$ cat src/hdl/rce_ram.sv
// generic single-port-write, single-port-read ram with registered read
module rce_ram #(
    parameter int WIDTH = 8,
    parameter int DEPTH = 16
) (
    input  logic                     aclk,
    input  logic                     we,
    input  logic [$clog2(DEPTH)-1:0] waddr,
    input  logic [WIDTH-1:0]         wdata,
    input  logic [$clog2(DEPTH)-1:0] raddr,
    output logic [WIDTH-1:0]         rdata
);
    logic [WIDTH-1:0] mem [DEPTH];

    always_ff @(posedge aclk) begin
        if (we) begin
            mem[waddr] <= wdata;
        end
        rdata <= mem[raddr];
    end
endmodule

$ cat config.mk
export PLATFORM = sky130hd
export DESIGN_NAME = rce_ram
export DESIGN_NICKNAME = d
export VERILOG_FILES = /design/src/hdl/rce_ram.sv
export SDC_FILE = /design/constraint.sdc
export NUM_CORES = 1
export LEC_CHECK = 0
export BUFFER_PORTS_ARGS = -buffer_cell sky130_fd_sc_hd__buf_2
export CAP_MARGIN = 20
export CORE_MARGIN = 3
export CORE_UTILIZATION = 33
export DETAILED_ROUTE_END_ITERATION = 12
export PLACE_DENSITY = 0.57
export SYNTH_ARGS = -nofsm -noshare
export SYNTH_HDL_FRONTEND = slang
export SYNTH_SLANG_ARGS = --single-unit
export TNS_END_PERCENT = 1
$ cat constraint.sdc
create_clock -name aclk -period 2.5 [get_ports aclk]
set_input_delay 0.375 -clock aclk [delete_from_list [all_inputs] [get_ports aclk]]
set_output_delay 0.375 -clock aclk [all_outputs]
set_load 0.03 [all_outputs]
==> impl_metrics.env, run 1 <==
export IMPL_outcome="completed"
export IMPL_cpPeakStageDelay_ns=0.59
export IMPL_clock_path_buffers=2
export IMPL_drc=0
export IMPL_pre_cts_ws_ns=0.583
export IMPL_wl_mm=10.5
export IMPL_final_nets=303
export IMPL_grt_max_degree=33
export IMPL_fin_setup_tns_ns=0
export IMPL_io_pins=26
export IMPL_drive_gt1_share_pct=30.6
export IMPL_cp_start_kind="input pin"
export IMPL_root_buffer="clkbuf_16"
export IMPL_synth_seq_cells=136
export IMPL_reg2reg_slack_ns=1.10
export IMPL_postCtsHoldBufs=0
export IMPL_slew_headroom_pct=46.9
export IMPL_skew_ns=0.0102
export IMPL_final_util_pct=40.8
export IMPL_period_needed_ns=1.47
export IMPL_die_h_um=131
export IMPL_worstPathBufferInverterCount=2
export IMPL_core_um2=15300
export IMPL_final_max_slew_viol_count=0
export IMPL_required_ns=2.78
export IMPL_setup_worst_path_class="in -> reg"
export IMPL_maxClockFrequency_mhz=679
export IMPL_syn_to_final_growth_pct=21.1
export IMPL_yosys_warnings=0
export IMPL_worstSkewPairLatency_ns=0.41
export IMPL_rows=45
export IMPL_clkTransAtPathRegs_ns=0.05
export IMPL_synth_cell_types=19
export IMPL_drt_first_pass_iters=4
export IMPL_setup_viol=0
export IMPL_cts_resized=0
export IMPL_syn_area_per_cell_um2=22.5
export IMPL_avgRoutedWirePerCell_um=20.7
export IMPL_grt_pass1_vias=2546
export IMPL_min_period_over_period_pct=58.9
export IMPL_drt_initial_drc_count=222
export IMPL_synthCells=229
export IMPL_ir_worst_vdd_v=0.000649
export IMPL_antenna_found_initial=0
export IMPL_crit_slowest_cell="mux4_1"
export IMPL_num_vias=2435
export IMPL_via_per_inst=4.79
export IMPL_crit_path_end_kind="flop"
export IMPL_power_density_nw_per_um2=855
export IMPL_hold_viol=0
export IMPL_cts_sinks=136
export IMPL_syn_num_nets=247
export IMPL_worstPathArrival_ns=1.75
export IMPL_hold_path_class="in -> reg"
export IMPL_n_antenna_cell=0
export IMPL_htreeDepth=4
export IMPL_die_w_um=131
export IMPL_die_area_um2=17100
export IMPL_numCtsBuffers=17
export IMPL_cts_tree="done"
export IMPL_cp_top_family="multiplexers"
export IMPL_rsz0062_at_grt="no"
export IMPL_grt_pass1_wl_mm=16.0
export IMPL_grt_use_total_pct=13.5
export IMPL_maxCapViolations=0
export IMPL_ant_nets=0
export IMPL_fin_cells=508
export IMPL_tightestPinTransition_ns=0.795
export IMPL_yosysSeqAreaShare_pct=77.8
export IMPL_portBuffers=25
export IMPL_synth_area_um2=5150
export IMPL_whs_ns=0.350
export IMPL_place_gp_congestion=0.750
export IMPL_setup_ws_ns=1.03
export IMPL_overflow=0
export IMPL_critPathMaxFanout=32
export IMPL_place_inst=477
export IMPL_start_util_pct=33.7
export IMPL_cts_setup_buffers=0
export IMPL_power_leakage_nw=2.11
export IMPL_dp_hpwl_mm=6.74
export IMPL_path_cells="buf_2 > buf_12 > mux4_1 > a22oi_1 > nand2_1"
==> flip-flops by register name, summed over array words and instances (netlist names) <==
signal,flops
mem,128
rdata,8
==> per-layer routing <==
layer | part of all wire, % | track usage [%] | wire (µm) | vias to the layer above
li1 | - | - | - | 1084
met1 | 46 | 19.4 | 4820 | 1265
met2 | 46 | 19.4 | 4830 | 79
met3 | 7.4 | 3.74 | 779 | 7
met4 | 0.72 | 5.26 | 76 | 0
met5 | 0 | 0 | 0 | -
==> worst reg2reg max path, delay by kind of cell, from the launching register on <==
| kind | cells | cell delay [ns] |
|---|---|---|
| AND/OR/NAND/NOR | 1 | 0.10 |
| AO/OA/AOI/OAI | 1 | 0.33 |
| multiplexers | 1 | 0.50 |
| flip-flops | 1 | 0.35 |
==> logic make-up after synthesis <==
logic type | after synthesis | synth area share [%]
muxes | 32 | 15.0
AOI/OAI and AO/OA | 16 | 2.33
buffers and inverters | 10 | 1.68
DFF | 136 | 77.8
and+or+nand+nor | 35 | 3.18
==> Yosys cell counts (all sizes together) <==
| cell | count | area (µm²) |
|---|---|---|
| nor2b | 1 | 6.26 |
| edfxtp | 128 | 3840 |
| or3b | 1 | 8.76 |
| dfxtp | 8 | 160 |
| nand2 | 9 | 33.8 |
| nand2b | 2 | 12.5 |
| and2 | 1 | 6.26 |
| nand3 | 1 | 5.00 |
| a22oi | 16 | 120 |
| buf | 7 | 56.3 |
| clkdlybuf4s25 | 3 | 30.0 |
| mux4 | 32 | 773 |
| nand3b | 2 | 15.0 |
| and2b | 1 | 7.51 |
| nor3 | 4 | 20.0 |
| nor2 | 13 | 48.8 |
==> worst paths after layout <==
| path | startpoint | to | depth (start not counted) |
|---|---|---|---|
| hold reg to reg | mem[14][4] | rdata[4] | 3 |
| setup / recovery | raddr[0] | rdata[1] | 5 |
| setup reg to reg | mem[1][2] | rdata[2] | 3 |
| hold / removal | wdata[5] | mem[7][5] | 1 |
==> stage by stage <==
stage | power [mW] | area, µm²
after floorplan | 2.77 | 5150
after global placement | 2.88 | 5640
after detailed placement | 2.89 | 5640
after CTS | 5.38 | 6230
after global routing | 5.51 | 6230
final | 5.32 | 6230
==> where the power goes <==
part / switching (mW) / total [mW] / leakage (nW) / internal (mW)
logic: 0.166 / 0.269 / 0.596 / 0.103
registers: 0.0174 / 2.57 / 1.22 / 2.55
clock network: 0.846 / 2.49 / 0.287 / 1.64
total: 1.03 / 5.32 / 2.11 / 4.29
==> final cells by class <==
| class | count | area, µm² |
|---|---|---|
| Timing Repair Buffer | 47 | 315 |
| Multi-Input combinational cell | 83 | 1060 |
| Sequential cell | 136 | 4000 |
| Fill cell | 1335 | 9030 |
| Clock buffer | 19 | 433 |
| Clock inverter | 12 | 158 |
| Tap cell | 211 | 264 |
==> layout by cell type (no fill, tap or decap), drive strengths merged, types with 2 or more instances in the layout <==
cell type  Yosys  final
a22oi         16     16
buf            7     47
bufinv         0      4
clkbuf         0     19
clkinv         0      7
dfxtp          8      8
edfxtp       128    128
mux4          32     32
nand2          9      9
nand2b         2      2
nand3b         2      2
nor2          13     13
nor3           4      4
Power figures use the tool's default switching activity.
==> inputs of run 2 (changes only) <==
==> constraint.sdc (replaced) <==
create_clock -name aclk -period 1.4 [get_ports aclk]
set_input_delay 0.21 -clock aclk [delete_from_list [all_inputs] [get_ports aclk]]
set_output_delay 0.21 -clock aclk [all_outputs]
set_load 0.03 [all_outputs]
==> run 2 against run 1 <==
Compared with the run above:
- utilization grew 0.90 points
- combinational power increased by 90%
- critical path depth is 2 lower
- sequential share of layout area is 1.4 points lower
- sequential power grew 78%
- via count is 1.6% higher
- power rose by 78%
- clock skew fell by 0.0030 ns
- clock-buffer cell count grew 1
- routed wire length is 2.6% lower
- worst setup slack worse by 0.93 ns
- hold slack worse by 0.17 ns
- largest cell class unchanged
==> impl_metrics.env, run 2 (synthesized netlist as in run 1, its figures left out) <==
export IMPL_outcome="completed"
export IMPL_clock_path_buffers=2
export IMPL_setup_worst_path_class="reg -> reg"
export IMPL_setup_viol=0
export IMPL_maxCapViolations=0
export IMPL_largest_reg_flops=128
export IMPL_via_per_inst=4.75
export IMPL_worstPathArrival_ns=1.59
export IMPL_min_period_over_period_pct=93.0
export IMPL_critPathMaxFanout=1
export IMPL_io_pins=26
export IMPL_rr_endpoint="rdata[3]"
export IMPL_place_inst=489
export IMPL_die_w_um=131
export IMPL_cts_tree="done"
export IMPL_die_area_um2=17100
export IMPL_rows=45
export IMPL_whs_ns=0.181
export IMPL_final_max_slew_viol_count=0
export IMPL_mostFrequentLayoutCells="edfxtp_1, buf_4, buf_2, mux4_2, clkbuf_16"
export IMPL_required_ns=1.69
export IMPL_fin_cells=521
export IMPL_wl_mm=10.2
export IMPL_pre_cts_ws_ns=-0.278
export IMPL_reg2reg_slack_ns=0.1
export IMPL_htreeDepth=4
export IMPL_cts_setup_buffers=0
export IMPL_die_h_um=131
export IMPL_drt_first_pass_iters=4
export IMPL_r2r_start="mem[1][3]"
export IMPL_regMostFlops="mem"
export IMPL_ant_nets=0
export IMPL_num_vias=2473
export IMPL_min_to="mem[2][4]"
export IMPL_path_cells="mux4_1 > a22oi_1 > nand2_1"
export IMPL_cp_start_kind="flop"
export IMPL_setup_ws_ns=0.0983
export IMPL_hold_path_class="in -> reg"
export IMPL_hold_viol=0
export IMPL_cp_top_family="multiplexers"
export IMPL_maxClockFrequency_mhz=768
export IMPL_worstPathBufferInverterCount=0
export IMPL_overflow=0
export IMPL_drive_gt1_share_pct=35.2
export IMPL_ir_worst_vdd_v=0.000718
export IMPL_syn_to_final_growth_pct=23.7
export IMPL_hold_depth=1
export IMPL_core_um2=15300
export IMPL_numCtsBuffers=17
export IMPL_crit_slowest_cell="mux4_1"
export IMPL_grt_max_degree=17
export IMPL_antenna_found_initial=0
export IMPL_r2r_cells=3
export IMPL_crit_path_end_kind="flop"
export IMPL_slew_headroom_pct=45.7
export IMPL_cts_sinks=136
export IMPL_rsz0062_at_grt="no"
export IMPL_worstSkewPairLatency_ns=0.41
export IMPL_final_common_cell="edfxtp_1"
export IMPL_grt_use_total_pct=13.1
export IMPL_tightestPinTransition_ns=0.813
export IMPL_power_leakage_nw=2.17
export IMPL_min_delay_start="wdata[4]"
export IMPL_place_gp_congestion=0.722
export IMPL_reg_top3="mem: 128 flops, rdata: 8 flops"
export IMPL_drt_initial_drc_count=264
export IMPL_grt_pass1_vias=2575
export IMPL_dp_hpwl_mm=6.80
export IMPL_grt_pass1_wl_mm=15.5
export IMPL_final_nets=315
export IMPL_n_antenna_cell=0
export IMPL_root_buffer="clkbuf_16"
export IMPL_path_depth=3
export IMPL_start_util_pct=33.7
export IMPL_cpPeakStageDelay_ns=0.50
export IMPL_power_density_nw_per_um2=1490
export IMPL_skew_ns=0.00724
export IMPL_clkTransAtPathRegs_ns=0.06
export IMPL_avgRoutedWirePerCell_um=19.7
export IMPL_period_needed_ns=1.30
export IMPL_drc=0
export IMPL_portBuffers=25
-- run 2: cell types whose count changed in the layout (fill, tap and decap cells not counted), moves of 2 or more --
cell	before	now
buf_4	20	29
buf_12	2	5
clkinv_1	4	0
clkinv_4	0	3
clkinvlp_4	1	3
-- run 2: cell type report --
type | instances | area, µm²
Tap cell | 211 | 264
Multi-Input combinational cell | 83 | 1070
Timing Repair Buffer | 59 | 443
Sequential cell | 136 | 4000
Fill cell | 1344 | 8890
Clock inverter | 12 | 154
Clock buffer | 20 | 437
-- run 2: how the worst max path moves through the flow --
stage | startpoint | end | slack [ns]
6_report | mem[1][3] | rdata[3] | 0.1
3_5_place_dp | raddr[0] | rdata[3] | -0.28
3_3_place_gp | raddr[0] | rdata[3] | -0.28
2_1_floorplan | waddr[2] | mem[3][0] | -0.08
5_1_grt | mem[1][0] | rdata[0] | 0.02
4_1_cts | mem[9][1] | rdata[1] | 0.04
-- run 2: metal layers --
layer | global-route usage, % | share of wire, %
met5 | 0 | 0
met4 | 4.96 | 0.53
met3 | 3.98 | 5.1
met2 | 19.5 | 47
met1 | 18.0 | 47
-- run 2: timing repair --
action                     in CTS  in global routing
setup endpoints to repair       0                  1
gates resized for setup         0                  1
hold buffers                    0                  0
-- run 2: report_power, final --
part,total [mW],internal (mW),leakage (nW),switching [mW]
combinational,0.511,0.220,0.670,0.291
sequential,4.58,4.55,1.22,0.0270
clock,4.39,2.80,0.280,1.59
-- run 2: per-stage QoR --
step                total power [mW]  TNS [ns]  util [%]  instance area, µm²
global route                    9.80         0      41.7                6370
CTS                             9.58         0      41.7                6360
finish                          9.48         0      41.7                6370
global placement                5.17     -4.49      37.8                5770
detailed placement              5.18     -4.83      37.8                5770
floorplan                       4.94     -2.33         -                5150
